===== config.mk =====
export PLATFORM = sky130hd
export DESIGN_NAME = button_accordion_midi_note_engine
export DESIGN_NICKNAME = d
export VERILOG_FILES = /design/src/sv/bacc_pkg.sv /design/src/sv/button_accordion_midi_note_engine.sv
export VERILOG_INCLUDE_DIRS = /design/src /design/src/sv
export SDC_FILE = /design/constraint.sdc
export NUM_CORES = 1
export LEC_CHECK = 0
export ABC_AREA = 1
export BUFFER_PORTS_ARGS = -buffer_cell sky130_fd_sc_hd__buf_2
export CAP_MARGIN = 5
export CORE_MARGIN = 2
export CORE_UTILIZATION = 29
export CTS_CLUSTER_SIZE = 12
export DETAILED_ROUTE_END_ITERATION = 7
export SYNTH_ARGS = -nofsm -noshare
export SYNTH_HDL_FRONTEND = slang
export SYNTH_SLANG_ARGS = --single-unit
export TNS_END_PERCENT = 1

===== constraint.sdc =====
create_clock -name clk -period 3.8 [get_ports clk]
set_clock_uncertainty 0.05 [all_clocks]
set_input_delay 0.38 -clock clk [delete_from_list [all_inputs] [get_ports clk]]
set_output_delay 0.38 -clock clk [all_outputs]
set_load 0.005 [all_outputs]

===== src/sv/button_accordion_midi_note_engine_macros.svh =====
// ----------------------------------------------------------------------------
// Accordion note engine assertion macros
// Concurrent assertion shorthands used by the RTL file that checks
// itself.
// ----------------------------------------------------------------------------
`ifndef BUTTON_ACCORDION_MIDI_NOTE_ENGINE_MACROS_SVH
`define BUTTON_ACCORDION_MIDI_NOTE_ENGINE_MACROS_SVH

// same-cycle implication, disabled during reset
`define BACC_ASSERT_NOW(label, clk, rst_n, ante, cons) \
    label: assert property (@(posedge clk) disable iff (!rst_n) (ante) |-> (cons)) \
        else $error("accordion note engine: same-cycle check failed");

// next-cycle implication, disabled during reset
`define BACC_ASSERT_NEXT(label, clk, rst_n, ante, cons) \
    label: assert property (@(posedge clk) disable iff (!rst_n) (ante) |=> (cons)) \
        else $error("accordion note engine: next-cycle check failed");

`endif


===== src/sv/bacc_pkg.sv =====
// ----------------------------------------------------------------------------
// Accordion note engine package
// Word types, request and register codes, MIDI status codes and the note
// tables of the accordion note engine.
// ----------------------------------------------------------------------------
package bacc_pkg;

    localparam int NUM_BUTTONS = 12;

    // request codes
    localparam logic [3:0] REQ_BTN_DOWN    = 4'd0;
    localparam logic [3:0] REQ_BTN_UP      = 4'd1;
    localparam logic [3:0] REQ_BELLOWS_PULL = 4'd2;
    localparam logic [3:0] REQ_BELLOWS_REL = 4'd3;
    localparam logic [3:0] REQ_BASS_DOWN   = 4'd4;
    localparam logic [3:0] REQ_BASS_UP     = 4'd5;
    localparam logic [3:0] REQ_CHORD_DOWN  = 4'd6;
    localparam logic [3:0] REQ_CHORD_UP    = 4'd7;
    localparam logic [3:0] REQ_RELEASE_ALL = 4'd8;

    // register indexes
    localparam logic [1:0] CFG_KEY      = 2'd0;
    localparam logic [1:0] CFG_LAYOUT   = 2'd1;
    localparam logic [1:0] CFG_REVERSE  = 2'd2;
    localparam logic [1:0] CFG_VELOCITY = 2'd3;

    // MIDI status bytes
    localparam logic [7:0] ST_MEL_ON    = 8'h90;
    localparam logic [7:0] ST_MEL_OFF   = 8'h80;
    localparam logic [7:0] ST_BASS_ON   = 8'h91;
    localparam logic [7:0] ST_BASS_OFF  = 8'h81;
    localparam logic [7:0] ST_CHORD_ON  = 8'h92;
    localparam logic [7:0] ST_CHORD_OFF = 8'h82;

    localparam logic [2:0] KEY_LAST = 3'd6;

    typedef struct packed {
        logic [3:0] req_type;
        logic [3:0] key_position;
    } in_word_t;

    typedef struct packed {
        logic [7:0] midi_status;
        logic [6:0] note_number;
        logic [6:0] note_velocity;
        logic       last_of_run;
    } out_word_t;

    // which message slots an event fills
    typedef struct packed {
        logic                   bass_off;
        logic                   bass_on;
        logic                   chord_off;
        logic                   chord_on;
        logic                   mel_off;
        logic                   mel_on;
        logic                   dir_off;
        logic                   dir_on;
        logic [NUM_BUTTONS-1:0] mask;
    } job_t;

    function automatic logic signed [3:0] key_shift(input logic [2:0] k);
        logic signed [3:0] s;
        unique case (k)
            3'd0:    s = 4'sd3;
            3'd1:    s = -4'sd2;
            3'd2:    s = 4'sd5;
            3'd3:    s = 4'sd0;
            3'd4:    s = -4'sd5;
            3'd5:    s = 4'sd2;
            default: s = -4'sd3;
        endcase
        return s;
    endfunction

    function automatic logic [6:0] melody_base(input logic layout, input logic [3:0] btn,
                                               input logic dir);
        logic [6:0] n;
        unique case (btn)
            4'd0:    n = dir ? 7'd53 : 7'd48;
            4'd1:    n = dir ? (layout ? 7'd55 : 7'd57) : 7'd52;
            4'd2:    n = dir ? 7'd59 : 7'd55;
            4'd3:    n = dir ? 7'd62 : 7'd60;
            4'd4:    n = dir ? 7'd65 : 7'd64;
            4'd5:    n = dir ? 7'd69 : 7'd67;
            4'd6:    n = dir ? 7'd71 : 7'd72;
            4'd7:    n = dir ? 7'd74 : 7'd76;
            4'd8:    n = dir ? 7'd77 : 7'd79;
            4'd9:    n = dir ? 7'd81 : 7'd84;
            4'd10:   n = dir ? 7'd83 : 7'd88;
            4'd11:   n = dir ? 7'd86 : 7'd91;
            default: n = 7'd0;
        endcase
        return n;
    endfunction

    function automatic logic [6:0] bass_note(input logic [2:0] k, input logic dir);
        logic [6:0] n;
        unique case (k)
            3'd0:    n = dir ? 7'd46 : 7'd39;
            3'd1:    n = dir ? 7'd41 : 7'd46;
            3'd2:    n = dir ? 7'd36 : 7'd41;
            3'd3:    n = dir ? 7'd43 : 7'd36;
            3'd4:    n = dir ? 7'd38 : 7'd43;
            3'd5:    n = dir ? 7'd45 : 7'd38;
            default: n = dir ? 7'd40 : 7'd45;
        endcase
        return n;
    endfunction

    function automatic logic [6:0] chord_note(input logic [2:0] k, input logic upper,
                                              input logic dir);
        logic [6:0] n;
        unique case (k)
            3'd0:    n = upper ? (dir ? 7'd65 : 7'd70) : (dir ? 7'd70 : 7'd63);
            3'd1:    n = upper ? (dir ? 7'd60 : 7'd65) : (dir ? 7'd65 : 7'd70);
            3'd2:    n = upper ? (dir ? 7'd67 : 7'd60) : (dir ? 7'd60 : 7'd65);
            3'd3:    n = upper ? (dir ? 7'd62 : 7'd67) : (dir ? 7'd67 : 7'd60);
            3'd4:    n = upper ? (dir ? 7'd69 : 7'd62) : (dir ? 7'd62 : 7'd67);
            3'd5:    n = upper ? (dir ? 7'd64 : 7'd69) : (dir ? 7'd69 : 7'd62);
            default: n = upper ? (dir ? 7'd71 : 7'd64) : (dir ? 7'd64 : 7'd69);
        endcase
        return n;
    endfunction

endpackage


===== src/sv/button_accordion_midi_note_engine.sv =====
// ----------------------------------------------------------------------------
// Button accordion MIDI note engine
// Turns button, bellows, bass and chord events into MIDI note-on and
// note-off words, keeping the held state of the instrument.
// ----------------------------------------------------------------------------
// Each accepted event stalls the input until its run ends, so no new event
// is taken before the last is through. After the accept cycle a sequencer
// walks 30 message slots, one per cycle unless output stalls hold it (bass
// off, bass on, two chord offs, two chord ons, then an off and an on slot
// for each of the 12 melody buttons from button 0 upward), through a single
// note lookup and transposition unit, and closes with a flush step. Words
// pass through a one-word holding stage so that the final word of an event
// can be marked with last_of_run; an event that causes nothing gives no word.
`include "button_accordion_midi_note_engine_macros.svh"

module button_accordion_midi_note_engine
    import bacc_pkg::*;
(
    input  logic      clk,
    input  logic      rst_n,
    input  logic      in_valid,
    output logic      in_stall,
    input  in_word_t  in_word,
    output logic      out_valid,
    input  logic      out_stall,
    output out_word_t out_word,
    input  logic      cfg_write,
    input  logic [1:0] cfg_index,
    input  logic [6:0] cfg_data
);

    localparam logic ST_IDLE = 1'b0;
    localparam logic ST_SCAN = 1'b1;

    localparam logic [4:0] PH_BASS_OFF   = 5'd0;
    localparam logic [4:0] PH_BASS_ON    = 5'd1;
    localparam logic [4:0] PH_CHORD0_OFF = 5'd2;
    localparam logic [4:0] PH_CHORD1_OFF = 5'd3;
    localparam logic [4:0] PH_CHORD0_ON  = 5'd4;
    localparam logic [4:0] PH_CHORD1_ON  = 5'd5;
    localparam logic [4:0] PH_MEL_BASE   = 5'd6;
    localparam logic [4:0] PH_FLUSH      = 5'd30;

    logic [2:0] key_reg;
    logic       layout_reg;
    logic       reverse_reg;
    logic [6:0] velocity_reg;

    logic                   state_reg, state_next;
    logic [4:0]             phase_reg, phase_next;
    job_t                   job_reg, job_next;
    out_word_t              pend_reg, pend_next;
    logic                   pend_valid_reg, pend_valid_next;
    out_word_t              out_reg, out_next;
    logic                   out_valid_reg, out_valid_next;
    logic [NUM_BUTTONS-1:0] held_reg, held_next;
    logic                   bellows_reg, bellows_next;
    logic                   bass_reg, bass_next;
    logic                   chord_reg, chord_next;

    logic              accept;
    logic              out_free;
    logic [2:0]        cur_key;
    logic signed [3:0] shift4;
    logic [6:0]        shift7;
    logic [4:0]        mel_idx;
    logic [3:0]        btn_sel;
    logic              gen;
    out_word_t         msg;
    logic [3:0]        map_btn;
    logic [NUM_BUTTONS-1:0] map_bit;
    logic              pos_ok;

    assign in_stall  = (state_reg != ST_IDLE);
    assign accept    = in_valid && !in_stall;
    assign out_valid = out_valid_reg;
    assign out_word  = out_reg;
    assign out_free  = !out_valid_reg || !out_stall;

    assign cur_key = (key_reg > KEY_LAST) ? KEY_LAST : key_reg;
    assign shift4  = key_shift(cur_key);
    assign shift7  = {{3{shift4[3]}}, shift4};
    assign mel_idx = phase_reg - PH_MEL_BASE;
    assign btn_sel = mel_idx[4:1];

    // shared note unit: one slot per cycle unless output stalls hold the sequencer
    always_comb
    begin
        gen = 1'b0;
        msg = '0;
        unique case (phase_reg)
            PH_BASS_OFF:
            begin
                gen = job_reg.bass_off;
                msg.midi_status = ST_BASS_OFF;
                msg.note_number = bass_note(cur_key, job_reg.dir_off);
            end
            PH_BASS_ON:
            begin
                gen = job_reg.bass_on;
                msg.midi_status   = ST_BASS_ON;
                msg.note_number   = bass_note(cur_key, job_reg.dir_on);
                msg.note_velocity = velocity_reg;
            end
            PH_CHORD0_OFF, PH_CHORD1_OFF:
            begin
                gen = job_reg.chord_off;
                msg.midi_status = ST_CHORD_OFF;
                msg.note_number = chord_note(cur_key, phase_reg == PH_CHORD1_OFF,
                                             job_reg.dir_off);
            end
            PH_CHORD0_ON, PH_CHORD1_ON:
            begin
                gen = job_reg.chord_on;
                msg.midi_status   = ST_CHORD_ON;
                msg.note_number   = chord_note(cur_key, phase_reg == PH_CHORD1_ON,
                                               job_reg.dir_on);
                msg.note_velocity = velocity_reg;
            end
            default:
            begin
                if (phase_reg < PH_FLUSH)
                begin
                    if (mel_idx[0])
                    begin
                        gen = job_reg.mask[btn_sel] && job_reg.mel_on;
                        msg.midi_status   = ST_MEL_ON;
                        msg.note_number   = melody_base(layout_reg, btn_sel, job_reg.dir_on)
                                            + shift7;
                        msg.note_velocity = velocity_reg;
                    end
                    else
                    begin
                        gen = job_reg.mask[btn_sel] && job_reg.mel_off;
                        msg.midi_status = ST_MEL_OFF;
                        msg.note_number = melody_base(layout_reg, btn_sel, job_reg.dir_off)
                                          + shift7;
                    end
                end
            end
        endcase
    end

    assign pos_ok  = (in_word.key_position < 4'(NUM_BUTTONS));
    assign map_btn = reverse_reg ? in_word.key_position
                                 : 4'(NUM_BUTTONS - 1) - in_word.key_position;
    assign map_bit = NUM_BUTTONS'(1) << map_btn;

    always_comb
    begin
        state_next      = state_reg;
        phase_next      = phase_reg;
        job_next        = job_reg;
        pend_next       = pend_reg;
        pend_valid_next = pend_valid_reg;
        out_next        = out_reg;
        out_valid_next  = out_valid_reg && out_stall;
        held_next       = held_reg;
        bellows_next    = bellows_reg;
        bass_next       = bass_reg;
        chord_next      = chord_reg;

        unique case (state_reg)
            ST_IDLE:
            begin
                if (accept)
                begin
                    state_next      = ST_SCAN;
                    phase_next      = PH_BASS_OFF;
                    pend_valid_next = 1'b0;
                    job_next        = '0;
                    job_next.dir_off = bellows_reg;
                    job_next.dir_on  = bellows_reg;
                    unique case (in_word.req_type)
                        REQ_BTN_DOWN:
                        begin
                            if (pos_ok && !(|(held_reg & map_bit)))
                            begin
                                held_next       = held_reg | map_bit;
                                job_next.mask   = map_bit;
                                job_next.mel_on = 1'b1;
                            end
                        end
                        REQ_BTN_UP:
                        begin
                            if (pos_ok && (|(held_reg & map_bit)))
                            begin
                                held_next        = held_reg & ~map_bit;
                                job_next.mask    = map_bit;
                                job_next.mel_off = 1'b1;
                            end
                        end
                        REQ_BELLOWS_PULL, REQ_BELLOWS_REL:
                        begin
                            // flip: stop everything held, restart at the new direction
                            if (bellows_reg != (in_word.req_type == REQ_BELLOWS_PULL))
                            begin
                                bellows_next       = !bellows_reg;
                                job_next.dir_off   = bellows_reg;
                                job_next.dir_on    = !bellows_reg;
                                job_next.bass_off  = bass_reg;
                                job_next.bass_on   = bass_reg;
                                job_next.chord_off = chord_reg;
                                job_next.chord_on  = chord_reg;
                                job_next.mel_off   = 1'b1;
                                job_next.mel_on    = 1'b1;
                                job_next.mask      = held_reg;
                            end
                        end
                        REQ_BASS_DOWN:
                        begin
                            bass_next        = 1'b1;
                            job_next.bass_on = !bass_reg;
                        end
                        REQ_BASS_UP:
                        begin
                            bass_next         = 1'b0;
                            job_next.bass_off = bass_reg;
                        end
                        REQ_CHORD_DOWN:
                        begin
                            chord_next        = 1'b1;
                            job_next.chord_on = !chord_reg;
                        end
                        REQ_CHORD_UP:
                        begin
                            chord_next         = 1'b0;
                            job_next.chord_off = chord_reg;
                        end
                        REQ_RELEASE_ALL:
                        begin
                            job_next.bass_off  = bass_reg;
                            job_next.chord_off = chord_reg;
                            job_next.mel_off   = 1'b1;
                            job_next.mask      = held_reg;
                            held_next          = '0;
                            bass_next          = 1'b0;
                            chord_next         = 1'b0;
                            bellows_next       = 1'b0;
                        end
                        default:
                        begin
                        end
                    endcase
                end
            end
            ST_SCAN:
            begin
                if (phase_reg == PH_FLUSH)
                begin
                    // release the held word marked as last
                    if (!pend_valid_reg)
                    begin
                        state_next = ST_IDLE;
                    end
                    else if (out_free)
                    begin
                        out_next             = pend_reg;
                        out_next.last_of_run = 1'b1;
                        out_valid_next       = 1'b1;
                        pend_valid_next      = 1'b0;
                        state_next           = ST_IDLE;
                    end
                end
                else if (gen)
                begin
                    if (!pend_valid_reg)
                    begin
                        pend_next       = msg;
                        pend_valid_next = 1'b1;
                        phase_next      = phase_reg + 5'd1;
                    end
                    else if (out_free)
                    begin
                        out_next             = pend_reg;
                        out_next.last_of_run = 1'b0;
                        out_valid_next       = 1'b1;
                        pend_next            = msg;
                        phase_next           = phase_reg + 5'd1;
                    end
                end
                else
                begin
                    phase_next = phase_reg + 5'd1;
                end
            end
            default:
            begin
                state_next = ST_IDLE;
            end
        endcase
    end

    always_ff @(posedge clk or negedge rst_n)
    begin
        if (!rst_n)
        begin
            key_reg        <= 3'd3;
            layout_reg     <= 1'b1;
            reverse_reg    <= 1'b0;
            velocity_reg   <= 7'd127;
            state_reg      <= ST_IDLE;
            phase_reg      <= PH_BASS_OFF;
            job_reg        <= '0;
            pend_valid_reg <= 1'b0;
            out_valid_reg  <= 1'b0;
            held_reg       <= '0;
            bellows_reg    <= 1'b0;
            bass_reg       <= 1'b0;
            chord_reg      <= 1'b0;
        end
        else
        begin
            if (cfg_write)
            begin
                unique case (cfg_index)
                    CFG_KEY:      key_reg      <= cfg_data[2:0];
                    CFG_LAYOUT:   layout_reg   <= cfg_data[0];
                    CFG_REVERSE:  reverse_reg  <= cfg_data[0];
                    CFG_VELOCITY: velocity_reg <= cfg_data;
                    default:      key_reg      <= key_reg;
                endcase
            end
            state_reg      <= state_next;
            phase_reg      <= phase_next;
            job_reg        <= job_next;
            pend_valid_reg <= pend_valid_next;
            out_valid_reg  <= out_valid_next;
            held_reg       <= held_next;
            bellows_reg    <= bellows_next;
            bass_reg       <= bass_next;
            chord_reg      <= chord_next;
        end
    end

    always_ff @(posedge clk)
    begin
        pend_reg <= pend_next;
        out_reg  <= out_next;
    end

    `BACC_ASSERT_NEXT(a_accept_starts_scan, clk, rst_n, accept,
                      state_reg == ST_SCAN && phase_reg == PH_BASS_OFF)
    `BACC_ASSERT_NOW(a_phase_in_range, clk, rst_n, 1'b1, phase_reg <= PH_FLUSH)
    `BACC_ASSERT_NEXT(a_held_stable_in_scan, clk, rst_n, state_reg == ST_SCAN,
                      $stable(held_reg))
    `BACC_ASSERT_NEXT(a_flush_marks_last, clk, rst_n,
                      state_reg == ST_SCAN && phase_reg == PH_FLUSH && pend_valid_reg
                      && out_free,
                      out_valid_reg && out_reg.last_of_run)

endmodule


==> results.md <==
| Quantity | Reported | Unit |
| --- | --- | --- |
| Status | finished, final reports clean | - |
| Max Clock Freq | 289.3 | MHz |
| Total number of clock tree sinks | 92 | - |
| RSZ-0062 raised after global routing | false | - |
| Endpoints failing setup | 0 | - |
| Core utilization of the finished layout | 33.68 | % |
| Flop2flop setup slack | 340 | ps |
| Largest net degree at the start of global routing | 35 | - |
| Y dimension of the die | 147.7 | um |
| Layout overhead on the synthesized area | 13.86 | % |
| Routability-driven placement congestion ratio | 0.9315 | - |
| Estimated wirelength of the detail-placed design | 11030 | um |
| Total iterations of the first detailed-routing run | 5 | - |
| Top flip-flop cell by instance count after synthesis | sky130_fd_sc_hd__dfrtp_1 | - |
| Total count of max-transition violations in the final report | 0 | - |
| Wirelength, routed | 14400 | um |
| Max-cap viol count | 0 | - |
| Number of synthesized register bits | 92 | - |
| Die footprint | 0.02180 | sq mm |
| CP Data Arrival Time | 3520 | ps |
| TritonCTS clock tree | yes | - |
| Aggregate negative setup slack | 0 | ps |
| Antenna violations before repair | 0 | - |
| Critical path data required time | 3860 | ps |
| Starting utilization of the core area | 29.58 | % |
| Cell area after layout | 0.006814 | sq mm |
| Number of antenna repair diodes | 0 | - |
| EDFF count, synth | 37 | - |
| Ratio of total power to cell area | 795.4 | mW/mm^2 |
| Cell area after technology mapping | 0.005984 | sq mm |
| Crit Reg-Reg Endpoint | pend_reg[14] | - |
| Post-DR vias/cell | 4.814 | - |
| PnR Total Power | 5420 | uW |
| Post-layout minimum cycle time | 3457 | ps |
| Distinct cell type count of the synthesized netlist | 48 | - |
| Yosys warnings | 0 | - |
| Number of standard cells after synthesis | 791 | - |
| Leak pwr | 0.003233 | uW |
| Floorplan row count | 52 | - |
| Highest net fanout along the worst path | 7 | - |
| Transition time at the pin with the least slew margin | 758.7 | ps |
| Kind of path behind the tightest hold check | primary input to async pin | - |
| Max reg flops | 20 | - |
| Clock buffer count from CTS | 9 | - |
| Seq/Total Area, Yosys | 41.77 | % |
| Asr flop ratio synth | 59.78 | % |
| Layout cells sized above 1 | 13.55 | % |
| H-tree depth reported by CTS | 3 | - |
| Startpoint class of the critical path | flip-flop | - |
| Post-CTS clock slew at the launch and capture registers of the worst setup and hold paths | 70 | ps |
| Placed inst area | 0.006452 | sq mm |
| Setup Crit Path Kind | flip-flop to flip-flop | - |
| Period utilisation layout | 90.96 | % |
| First-pass GRT wire length | 24450 | um |
| Routed vias | 5315 | - |
| Iteration-0 DRC Markers | 358 | - |
| Global-route total usage across every layer | 13.72 | % |
| Top-level port count | 47 | - |
| Average cell area after synthesis | 7.566 | sq um |
| Average wire length per cell after detail routing | 13.04 | um |
| Final-report hold violation count | 0 | - |
| Launching point of the worst reg2reg path | phase_reg[1] | - |
| Maximum clock path buffer count | 2 | - |
| Post-detailed-route count of antenna-violating nets | 0 | - |
| Number of nets at the end of the flow | 876 | - |
| Clock latency reported for the late side of the worst-skew pair | 360 | ps |
| Total congestion overflow | 0 | - |
| Maximum vdd drop | 0.3008 | mV |
| Clock root buffer | sky130_fd_sc_hd__clkbuf_16 | - |
| Crit path launch | phase_reg[1] | - |
| Critical path endpoint category | flip-flop | - |
| Number of buffers inserted for hold repair after clock tree synthesis | 0 | - |
| DRC errors left | 0 | - |
| Max-slew headroom at the worst pin | 49.42 | % |
| Die X | 147.7 | um |
| Placeable Area | 0.02023 | sq mm |
| Via count of the first global-routing pass | 4946 | - |
| Number of I/O port buffers | 42 | - |
| Worst R2R Path Depth | 20 | - |
| Fillers | 2169 | - |
-- kinds of logic (layout without fill, tap and decap cells) --
group / count (synthesis) / after routing / synth area share [%]
simple gates: 412 / 412 / 29.96
compound gates: 140 / 140 / 13.30
buf+inv: 110 / 150 / 7.945
flops: 92 / 92 / 41.77
fa+ha+maj: 25 / 25 / 5.352
xor+xnor: 11 / 11 / 1.610
other cells: 1 / 4 / 0.06266
-- synthesized netlist by cell type, drive strengths merged, types with 8 or more instances --
| cell type | count | area, sq um |
|---|---|---|
| nand4 | 47 | 294.0 |
| ha | 24 | 300.3 |
| nand2 | 236 | 913.4 |
| xor2 | 8 | 70.07 |
| dfrtp | 45 | 1126 |
| nor2 | 78 | 307.8 |
| dfstp | 10 | 262.8 |
| buf | 17 | 123.9 |
| o2111ai | 8 | 70.07 |
| nor3 | 9 | 50.05 |
| clkbuf | 12 | 45.04 |
| o21ai | 91 | 470.5 |
| nand3 | 38 | 200.2 |
| edfxtp | 37 | 1111 |
| inv | 80 | 302.8 |
| a21oi | 20 | 100.1 |
-- power breakdown --
| group | switching, uW | internal [uW] |
|---|---|---|
| logic | 1770 | 994 |
| registers | 187 | 1560 |
| clock network | 411 | 499 |
-- metrics by stage --
step,hold slack [ps],std cells,worst slack [ps]
after floorplan,34.41,794,296.7
after global placement,351.6,1086,293.1
after detailed placement,355.6,1086,166.4
after CTS,70.81,1102,138.9
after global routing,111.9,1104,8.244
final,38.95,1104,343.4
-- final cells by class --
type                            count  area [sq um]  share of cell area, %
Sequential cell                    92          2502                  36.72
Tap cell                          270         337.8                  4.958
Timing Repair Buffer               53         292.8                  4.297
Multi-Input combinational cell    592          3067                  45.01
Clock inverter                      6         57.56                 0.8447
Clock buffer                       10         250.2                  3.672
Inverter                           81         306.5                  4.499
-- cells in the final DEF (no fill, tap or decap), types with 4 or more instances in the layout --
cell type / instances
sky130_fd_sc_hd__a21oi_1: 20
sky130_fd_sc_hd__a22oi_1: 4
sky130_fd_sc_hd__buf_2: 42
sky130_fd_sc_hd__buf_4: 11
sky130_fd_sc_hd__clkbuf_16: 10
sky130_fd_sc_hd__conb_1: 4
sky130_fd_sc_hd__dfrtp_1: 43
sky130_fd_sc_hd__dfstp_2: 10
sky130_fd_sc_hd__edfxtp_1: 37
sky130_fd_sc_hd__ha_1: 24
sky130_fd_sc_hd__inv_1: 74
sky130_fd_sc_hd__inv_2: 5
sky130_fd_sc_hd__nand2_1: 226
sky130_fd_sc_hd__nand2_2: 9
sky130_fd_sc_hd__nand3_1: 36
sky130_fd_sc_hd__nand4_1: 47
sky130_fd_sc_hd__nor2_1: 74
sky130_fd_sc_hd__nor3_1: 6
sky130_fd_sc_hd__o2111ai_1: 8
sky130_fd_sc_hd__o21ai_0: 86
sky130_fd_sc_hd__o22ai_1: 4
sky130_fd_sc_hd__xor2_1: 6
-- routing by layer --
| layer | share of wire [%] | wire length (um) | vias up | GRT usage [%] |
|---|---|---|---|---|
| li1 | - | - | 2739 | - |
| met1 | 47 | 6807 | 2410 | 18.60 |
| met2 | 45 | 6504 | 147 | 21.65 |
| met3 | 5.5 | 788 | 19 | 2.963 |
| met4 | 2.0 | 294 | 0 | 4.904 |
| met5 | 0 | 0 | - | 0 |
-- worst max path at each step --
stage,end
after floorplan,out_word[0]
after global placement,pend_reg[14]
after detailed placement,pend_reg[14]
after CTS,pend_reg[14]
after global routing,pend_reg[14]
final,pend_reg[14]
-- critical path, stage by stage, from the launching register on --
cell                        delay, ps
sky130_fd_sc_hd__dfrtp_2          460
sky130_fd_sc_hd__ha_1             260
sky130_fd_sc_hd__xnor2_2          170
sky130_fd_sc_hd__inv_2            100
sky130_fd_sc_hd__nor2_1            90
sky130_fd_sc_hd__nand2_1          120
sky130_fd_sc_hd__nand3_1           80
sky130_fd_sc_hd__o21ai_0          160
sky130_fd_sc_hd__o2111ai_1        130
sky130_fd_sc_hd__ha_1             240
sky130_fd_sc_hd__fa_1             410
sky130_fd_sc_hd__nand3_1          100
sky130_fd_sc_hd__nand2_1           80
sky130_fd_sc_hd__nand2_1           60
sky130_fd_sc_hd__nand2_1           50
sky130_fd_sc_hd__a21oi_1          140
sky130_fd_sc_hd__xor2_1           200
sky130_fd_sc_hd__o21bai_1         140
sky130_fd_sc_hd__nand2_1           70
sky130_fd_sc_hd__nand2_1           50
sky130_fd_sc_hd__nand2_1           40
-- repair_timing --
action,in CTS,in global routing
buffers inserted,0,2
endpoints found under the setup margin,0,2
resized for setup,0,9
No activity file was read; power rests on OpenSTA's default activity.
